## src/rtl/core/dtr_pkg.sv

```systemverilog
// Package for the divider timer with reload: item types, access codes and
// the timer tap selection. No dependencies.
`default_nettype none

package dtr_pkg;

	// Access kinds carried in the mode field.
	localparam logic [1:0] MODE_TICK  = 2'd0;
	localparam logic [1:0] MODE_READ  = 2'd1;
	localparam logic [1:0] MODE_WRITE = 2'd2;

	// Register addresses carried in the reg_select field.
	localparam logic [1:0] REG_DIV  = 2'd0;
	localparam logic [1:0] REG_CNT  = 2'd1;
	localparam logic [1:0] REG_MOD  = 2'd2;
	localparam logic [1:0] REG_CTRL = 2'd3;

	localparam logic [15:0] DIV_STEP       = 16'd4;
	localparam logic [7:0]  CTRL_READ_ONES = 8'hf8;
	localparam int          CTRL_ON_BIT    = 2;

	typedef struct packed {
		logic [1:0] mode;
		logic [1:0] reg_select;
		logic [7:0] write_data;
	} dtr_in_t;

	typedef struct packed {
		logic [7:0] read_data;
		logic       timer_irq;
	} dtr_out_t;

	// Divider bit that clocks the counter for a given rate code.
	function automatic logic tap_bit(input logic [1:0] rate, input logic [15:0] div);
		logic b;
		case (rate)
			2'd0:    b = div[9];
			2'd1:    b = div[3];
			2'd2:    b = div[5];
			default: b = div[7];
		endcase
		return b;
	endfunction

endpackage

`default_nettype wire

```

## src/rtl/core/dtr_core.sv

```systemverilog
// Timer state and the update applied to one accepted item.
// Depends on dtr_pkg.
`default_nettype none

module dtr_core (
	input  wire logic             clk,
	input  wire logic             arst_n,
	input  wire logic             accept,
	input  wire dtr_pkg::dtr_in_t item,
	output dtr_pkg::dtr_out_t     res
);
	import dtr_pkg::*;

	logic [15:0] div_q, div_d;
	logic [7:0]  cnt_q, cnt_d;
	logic [7:0]  mod_q, mod_d;
	logic        on_q, on_d;
	logic [1:0]  rate_q, rate_d;
	logic        pend_q, pend_d;
	logic        done_q, done_d;

	logic        div_upd;
	logic [15:0] div_next;
	logic        was, now, glitch, new_on;
	logic [1:0]  new_rate;

	always_comb begin
		div_d    = div_q;
		cnt_d    = cnt_q;
		mod_d    = mod_q;
		on_d     = on_q;
		rate_d   = rate_q;
		pend_d   = pend_q;
		done_d   = done_q;
		res      = '0;
		glitch   = 1'b0;
		new_on   = item.write_data[CTRL_ON_BIT];
		new_rate = item.write_data[1:0];

		div_upd  = (item.mode == MODE_TICK) ||
			(item.mode == MODE_WRITE && item.reg_select == REG_DIV);
		div_next = (item.mode == MODE_TICK) ? div_q + DIV_STEP : '0;
		was      = tap_bit(rate_q, div_q);
		now      = tap_bit(rate_q, div_next);

		if (div_upd) begin
			div_d  = div_next;
			done_d = 1'b0;
			// A pending reload lands before this update's own increment.
			if (pend_q) begin
				pend_d        = 1'b0;
				cnt_d         = mod_q;
				res.timer_irq = 1'b1;
				done_d        = 1'b1;
			end
			if (on_q && was && !now) begin
				cnt_d = cnt_d + 8'd1;
				if (cnt_d == '0) begin
					pend_d = 1'b1;
				end
			end
		end else if (item.mode == MODE_READ) begin
			unique case (item.reg_select)
				REG_DIV: res.read_data = div_q[15:8];
				REG_CNT: res.read_data = pend_q ? '0 : cnt_q;
				REG_MOD: res.read_data = mod_q;
				default: res.read_data = CTRL_READ_ONES | {5'd0, on_q, rate_q};
			endcase
		end else if (item.mode == MODE_WRITE) begin
			unique case (item.reg_select)
				REG_CNT: begin
					if (!done_q) begin
						cnt_d  = item.write_data;
						pend_d = 1'b0;
					end
				end
				REG_MOD: begin
					mod_d = item.write_data;
					if (done_q) begin
						cnt_d = item.write_data;
					end
				end
				default: begin
					on_d   = new_on;
					rate_d = new_rate;
					// Switching the enable or the tap can fake a falling edge.
					if (on_q) begin
						glitch = !new_on && tap_bit(new_rate, div_q);
					end else if (new_on) begin
						glitch = tap_bit(rate_q, div_q) && !tap_bit(new_rate, div_q);
					end else begin
						glitch = tap_bit(rate_q, div_q);
					end
					if (glitch) begin
						cnt_d = cnt_q + 8'd1;
						if (cnt_d == '0) begin
							pend_d = 1'b1;
						end
					end
				end
			endcase
		end
	end

	always_ff @(posedge clk or negedge arst_n) begin
		if (!arst_n) begin
			div_q  <= '0;
			cnt_q  <= '0;
			mod_q  <= '0;
			on_q   <= 1'b0;
			rate_q <= '0;
			pend_q <= 1'b0;
			done_q <= 1'b0;
		end else if (accept) begin
			div_q  <= div_d;
			cnt_q  <= cnt_d;
			mod_q  <= mod_d;
			on_q   <= on_d;
			rate_q <= rate_d;
			pend_q <= pend_d;
			done_q <= done_d;
		end
	end

endmodule

`default_nettype wire

```

## src/rtl/core/divider_timer_with_reload.sv

```systemverilog
// Divider timer with delayed counter reload. Every item (tick or register access)
// updates the timer state in the cycle it is accepted; its result is registered for output.
// It takes one item per cycle while the skid register is empty, which drives item_ready.
// A two-entry output buffer (result register plus skid register) keeps input flowing
// while one result waits. Reset clears all timer state and empties the output buffer.
`default_nettype none

module divider_timer_with_reload (
	input  wire logic             clk,
	input  wire logic             arst_n,
	input  wire logic             item_valid,
	output logic                  item_ready,
	input  wire dtr_pkg::dtr_in_t item,
	output logic                  result_valid,
	input  wire logic             result_ready,
	output dtr_pkg::dtr_out_t     result
);
	import dtr_pkg::*;

	dtr_out_t core_res;
	dtr_out_t result_q, skid_q;
	logic     result_valid_q, skid_valid_q;
	logic     accept, take;

	assign item_ready   = !skid_valid_q;
	assign accept       = item_valid && item_ready;
	assign take         = result_valid_q && result_ready;
	assign result_valid = result_valid_q;
	assign result       = result_q;

	dtr_core u_core (
		.clk    (clk),
		.arst_n (arst_n),
		.accept (accept),
		.item   (item),
		.res    (core_res)
	);

	always_ff @(posedge clk or negedge arst_n) begin
		if (!arst_n) begin
			result_valid_q <= 1'b0;
			skid_valid_q   <= 1'b0;
		end else begin
			result_valid_q <= accept || skid_valid_q || (result_valid_q && !result_ready);
			if (skid_valid_q) begin
				if (take) begin
					skid_valid_q <= 1'b0;
				end
			end else if (accept && result_valid_q && !result_ready) begin
				skid_valid_q <= 1'b1;
			end
		end
	end

	always_ff @(posedge clk) begin
		if (skid_valid_q) begin
			if (take) begin
				result_q <= skid_q;
			end
		end else if (accept) begin
			if (!result_valid_q || result_ready) begin
				result_q <= core_res;
			end else begin
				skid_q <= core_res;
			end
		end
	end

`ifndef ASSERT_OFF
	a_skid_implies_result: assert property (@(posedge clk) disable iff (!arst_n)
		skid_valid_q |-> result_valid_q)
		else $error("skid entry held while result register is empty");

	a_accept_fills: assert property (@(posedge clk) disable iff (!arst_n)
		accept |=> result_valid_q)
		else $error("accepted item left no result");

	a_irq_no_read: assert property (@(posedge clk) disable iff (!arst_n)
		(result_valid && result.timer_irq) |-> (result.read_data == '0))
		else $error("interrupt result carries read data");
`endif

endmodule

`default_nettype wire
```

## config.mk

```make
export PLATFORM = sky130hd
export DESIGN_NAME = divider_timer_with_reload
export DESIGN_NICKNAME = d
export VERILOG_FILES = /design/src/rtl/core/dtr_pkg.sv /design/src/rtl/core/dtr_core.sv /design/src/rtl/core/divider_timer_with_reload.sv
export SDC_FILE = /design/constraint.sdc
export NUM_CORES = 1
export LEC_CHECK = 0
export ABC_AREA = 0
export CAP_MARGIN = 5
export CORE_ASPECT_RATIO = 1.25
export CORE_UTILIZATION = 65
export DETAILED_ROUTE_END_ITERATION = 7
export DONT_BUFFER_PORTS = 1
export PLACE_DENSITY = 0.81
export SETUP_SLACK_MARGIN = 0.4
export SYNTH_ARGS = -nofsm -noshare
export SYNTH_HDL_FRONTEND = slang
export SYNTH_SLANG_ARGS = --single-unit
```

## constraint.sdc

```tcl
create_clock -name clk -period 6.9 [get_ports clk]
set_input_delay 1.035 -clock clk [delete_from_list [all_inputs] [get_ports clk]]
set_output_delay 1.035 -clock clk [all_outputs]
set_load 0.01 [all_outputs]
```

### Word level (Yosys, flattened, before mapping)

Index checks and enable logic that the tools add are counted.

| word-level totals | value |
|---|---|
| input port bits | 16 |
| output and inout bits | 11 |
| flip-flop bits (word level) | 57 |
| word-level logic and storage cells | 133 |

| operators by class | value |
|---|---|
| equal/unequal tests | 13 |
| bitwise logic cells | 5 |
| add/sub/neg operators | 3 |
| reduce and logical (&&, ||, !) cells | 40 |
| multiplexer cells | 59 |

Operators by type and width:

| operator | number |
|---|---|
| $mux W8 | 12 |
| $mux W1 | 36 |
| $mux W9 | 4 |
| $pmux W8 S3 | 1 |
| $add A16 B3 Y16 const B | 1 |
| $add A8 B1 Y8 const B | 2 |
| $logic_not A8 Y1 | 2 |
| $mux W16 | 1 |
| $pmux W8 S2 | 1 |
| $logic_and A1 B1 Y1 | 10 |
| $reduce_and A5 Y1 | 2 |
| $pmux W1 S3 | 3 |
| $eq A2 B1 Y1 const B | 4 |
| $eq A2 B2 Y1 const B | 4 |
| $logic_not A2 Y1 | 4 |
| $reduce_and A7 Y1 | 1 |
| $logic_not A1 Y1 | 6 |
| $ne A2 B1 Y1 const B | 3 |
| $reduce_and A3 Y1 | 2 |
| $reduce_and A6 Y1 | 1 |
| $reduce_bool A2 Y1 | 3 |
| $reduce_bool A3 Y1 | 2 |
| $not A1 Y1 | 5 |
| $logic_or A1 B1 Y1 | 4 |
| 6 further kinds | 6 |

### Longest topological paths before layout

| depth | value |
|---|---|
| word-level depth | 21 |
| gate-level depth with buffers | 10 |

### Modules after synthesis

Synthesis repeated with hierarchy kept, for this count alone.

| second synthesis, totals | value |
|---|---|
| cells, all modules | 381 |
| area, all modules | 3,698.5 sq um |

By module, submodules not included:

| module | area an instance (sq um) | cells each | times used |
|---|---|---|---|
| dtr_core | 2,912.8 | 341 | 1 |
| divider_timer_with_reload | 785.8 | 40 | 1 |

### Least setup slack after synthesis

Ideal clock, no wire load.

| timing path | value |
|---|---|
| path kind | input to register |
| start point | input item[8] (netlist bit) |
| end point | register u_core.div_q[8] |
| slack | 4.196 ns |
| data required time | 6.823 ns |
| stages | 10 |
| buffers on the path | 2 |
| arrival time | 2.628 ns |
| cell sequence | inv_1 > ha_1 > buf_2 > nor2b_1 > or2_2 > clkbuf_1 > nor2_1 > nand2_1 > mux2_2 > o21ai_1 |

| between the ends | value |
|---|---|
| cells in the longest elaborated chain, start to end | 4 |

Ends and longest elaborated chain:

| element | RTL line | source |
|---|---|---|
| start, declared | divider_timer_with_reload.sv:13 | `input wire dtr_pkg::dtr_in_t item,` |
| $logic_not A2 Y1 | dtr_core.sv:41 | `(item.mode == MODE_WRITE && item.reg_select == REG_DIV);` |
| $logic_and A1 B1 Y1 | dtr_core.sv:41 |  |
| $logic_or A1 B1 Y1 | dtr_core.sv:40 | `div_upd = (item.mode == MODE_TICK) \|\|` |
| $reduce_and A2 Y1 (no line) | - |  |
| end signal, assigned | dtr_core.sv:115 | `div_q <= div_d;` |
| end, declared | dtr_core.sv:14 | `logic [15:0] div_q, div_d;` |

No other way between the ends.
A chain may end at the register's enable or synchronous reset.

### Worst setup path in the final report

| timing path | value |
|---|---|
| start point | input item[9] (netlist bit) |
| end point | register u_core.div_q[15] |

The elaborated chain is that of the path after synthesis.

==> flow_summary.json <==
{
  "postSynthAreaPerCell_sq_um": 9.50,
  "diodes": 0,
  "tightest_slew_ns": 0.890,
  "clock-sinks": 55,
  "powerDensity_nw_per_um2": 280,
  "slew_violations": 0,
  "fin_skew_ns": 0.00731,
  "cts_hold_buffers": 0,
  "num_vias": 2827,
  "period_share_pct": 47.4,
  "cts_resized": 0,
  "wl_mm": 8.02,
  "finalSetupViolations": 0,
  "leakagePower_uw": 0.00133,
  "slew_headroom_pct": 40.7,
  "synth-seq-cells": 55,
  "yosysMostFrequentCell": "dfrtp_1",
  "crit_path_start_kind": "primary input",
  "fin_cells": 416,
  "ant_nets": 0,
  "initial_core_util_pct": 68.0,
  "arrival_ns": 3.46,
  "rsz0062_at_grt": "false",
  "worstSetupPathType": "primary input to flip-flop",
  "max_freq_mhz": 306,
  "status": "finished clean",
  "layout.nets": 377,
  "worstPathRequired_ns": 7.09,
  "core-area_sq_um": 5120,
  "fillers": 390,
  "ys_top_cells_by_count": "dfrtp_1, nand2_1, a21oi_1",
  "cp_max_fo": 16,
  "hold_viol_final": 0,
  "antenna_found_initial": 0,
  "synth.area.top_cells": "dfrtp_1, edfxtp_1, mux2_2, nand2_1, a21oi_1",
  "drv_cap": 0,
  "hold_path_class": "primary input to async pin",
  "boundaryPins": 27,
  "grt_pass1_vias": 2703,
  "overflow": 0,
  "cts_max_level": 2,
  "vias_per_cell": 6.80,
  "end_kind": "flip-flop",
  "numCtsBuffers": 5,
  "syn_area_sq_um": 3480,
  "register_area_sq_um": 1470,
  "clk_pin_slew_ns": 0.10,
  "place_congestion": 0.925,
  "placedCellCount": 408,
  "grt_max_degree": 38,
  "period_needed_ns": 3.27,
  "synth-main-ff-cell": "dfrtp_1",
  "die_area_sq_um": 5650,
  "cts-root-buf": "clkbuf_8",
  "synth_seq_area_share_pct": 42.2,
  "drive_gt1_share_pct": 12.1,
  "clockBufferDepth": 2,
  "io_buffers": 0,
  "dpl.hpwl_mm": 5.84,
  "yosysTopAreaCell": "dfrtp_1",
  "drtIter0Drc": 282,
  "multi_input_area_sq_um": 1850,
  "synth.distinct_cells": 59,
  "clkLatencyLatePin_ns": 0.32,
  "syn_inst": 366,
  "firstDrtPassIters": 5,
  "die_h_um": 83.8,
  "tns_ns": 0,
  "async_flop_share_pct": 67.3,
  "netlist.area_leader.share_pct": 26.6,
  "die_x_um": 67.4,
  "fin_util_pct": 69.6,
  "drc": 0,
  "synth_edf_count": 18,
  "wl_per_cell_um": 19.3,
  "grt_pass1_wl_mm": 13.1,
  "cts_setup_buffers": 0,
  "yosysWarningCount": 0,
  "syn_nets": 390,
  "irDropWorstVdd_mv": 0.196,
  "area_growth_pct": 2.34,
  "cts_tree": "yes",
  "grt_usage_pct": 31.4,
  "fp-row-count": 29
}
-- kinds of logic after synthesis --
| group | share of synthesized area (%) |
|---|---|
| AND/OR/NAND/NOR | 19.0 |
| flip-flops | 42.2 |
| buffers and inverters | 4.50 |
| AO/OA/AOI/OAI | 18.2 |
| multiplexers | 9.50 |
| XOR/XNOR | 3.78 |
| adder cells (fa/ha/maj) | 2.88 |
-- state kept, by name, summed over array words and instances, names as in the netlist --
name	cells
skid_q	9
result_valid	1
u_core.done_q	1
u_core.rate_q	2
u_core.on_q	1
u_core.pend_q	1
u_core.cnt_q	8
result	9
skid_valid_q	1
u_core.mod_q	8
u_core.div_q	14
-- report_power, final --
group | total, uW | switching (uW) | internal, uW
registers | 499 | 104 | 396
logic | 307 | 169 | 139
clock network | 190 | 114 | 75.4
-- path summary, 6_finish.rpt --
kind                                        startpoint                           end  slack (ns)  cells after the start
min in group clk                   skid_q[0]$_DFFE_PP_           result[0]$_DFFE_PP_        0.55                      2
setup / recovery                               item[9]  u_core.div_q[15]$_DFFE_PN0P_        3.63                      9
setup reg to reg           u_core.div_q[3]$_DFFE_PN0P_   u_core.cnt_q[4]$_DFFE_PN0P_        4.36                      8
hold reg to reg                    skid_q[0]$_DFFE_PP_           result[0]$_DFFE_PP_        0.55                      2
hold / removal                                  arst_n   u_core.div_q[2]$_DFFE_PN0P_        0.39                      0
max in group asynchronous                       arst_n   u_core.mod_q[7]$_DFFE_PN0P_        6.43                      0
-- critical path, stage by stage --
cell and delay, ns:
inv_1 0.06, ha_1 0.36, nor2b_1 0.13, nor2_2 0.49, nand2_1 0.50, or3_1 0.54, nor2_1 0.15, xnor2_1 0.13
a21oi_1 0.06
-- area by class of cell --
cell class,instances,share of cell area (%)
clock buffers,5,1.93
well taps,62,2.18
clock inverters,3,0.774
multi-input cells,274,52.1
flip-flops and latches,55,41.2
inverters,17,1.79
-- per-layer routing --
layer / vias to the layer above / global-route usage (%) / part of all wire [%]
li1: 1319 / - / -
met3: 33 / 5.19 / 5.9
met2: 124 / 49.0 / 49
met5: - / 0 / 0
met1: 1351 / 40.6 / 40
met4: 0 / 17.0 / 4.5
-- placed cells by master, fill, tap and decap left out, types with 2 or more instances in the layout --
cell type / n
o21ai_1: 4
a221oi_1: 11
nand2_1: 35
o21ai_0: 18
ha_1: 8
nor2_1: 23
nand3_1: 17
or2_2: 2
and4_1: 2
o31ai_1: 5
nand2b_1: 7
o32a_1: 2
nor2_2: 2
nor3_1: 11
dfrtp_1: 37
nor3b_1: 2
nor4_1: 2
and3_1: 2
xnor2_1: 8
or3b_1: 3
xor2_1: 7
nand3b_1: 2
nor2b_1: 6
clkbuf_8: 5
or3_1: 6
edfxtp_1: 18
mux2_2: 22
a21oi_2: 2
a31oi_1: 7
inv_1: 16
nand4_1: 6
mux2i_1: 6
a21oi_1: 24
-- metrics by stage --
| stage | hold WS (ns) | total power, uW | cell area [sq um] | setup slack (ns) |
|---|---|---|---|---|
| 6_report | 0.390 | 996 | 3560 | 3.63 |
| 5_1_grt | 0.377 | 1050 | 3560 | 3.37 |
| 4_1_cts | 0.385 | 992 | 3560 | 3.66 |
| 3_5_place_dp | 0.530 | 804 | 3460 | 3.31 |
| 3_3_place_gp | 0.518 | 791 | 3460 | 3.42 |
| 2_1_floorplan | 0.494 | 726 | 3480 | 4.20 |
(Power assumes the default switching activity.)
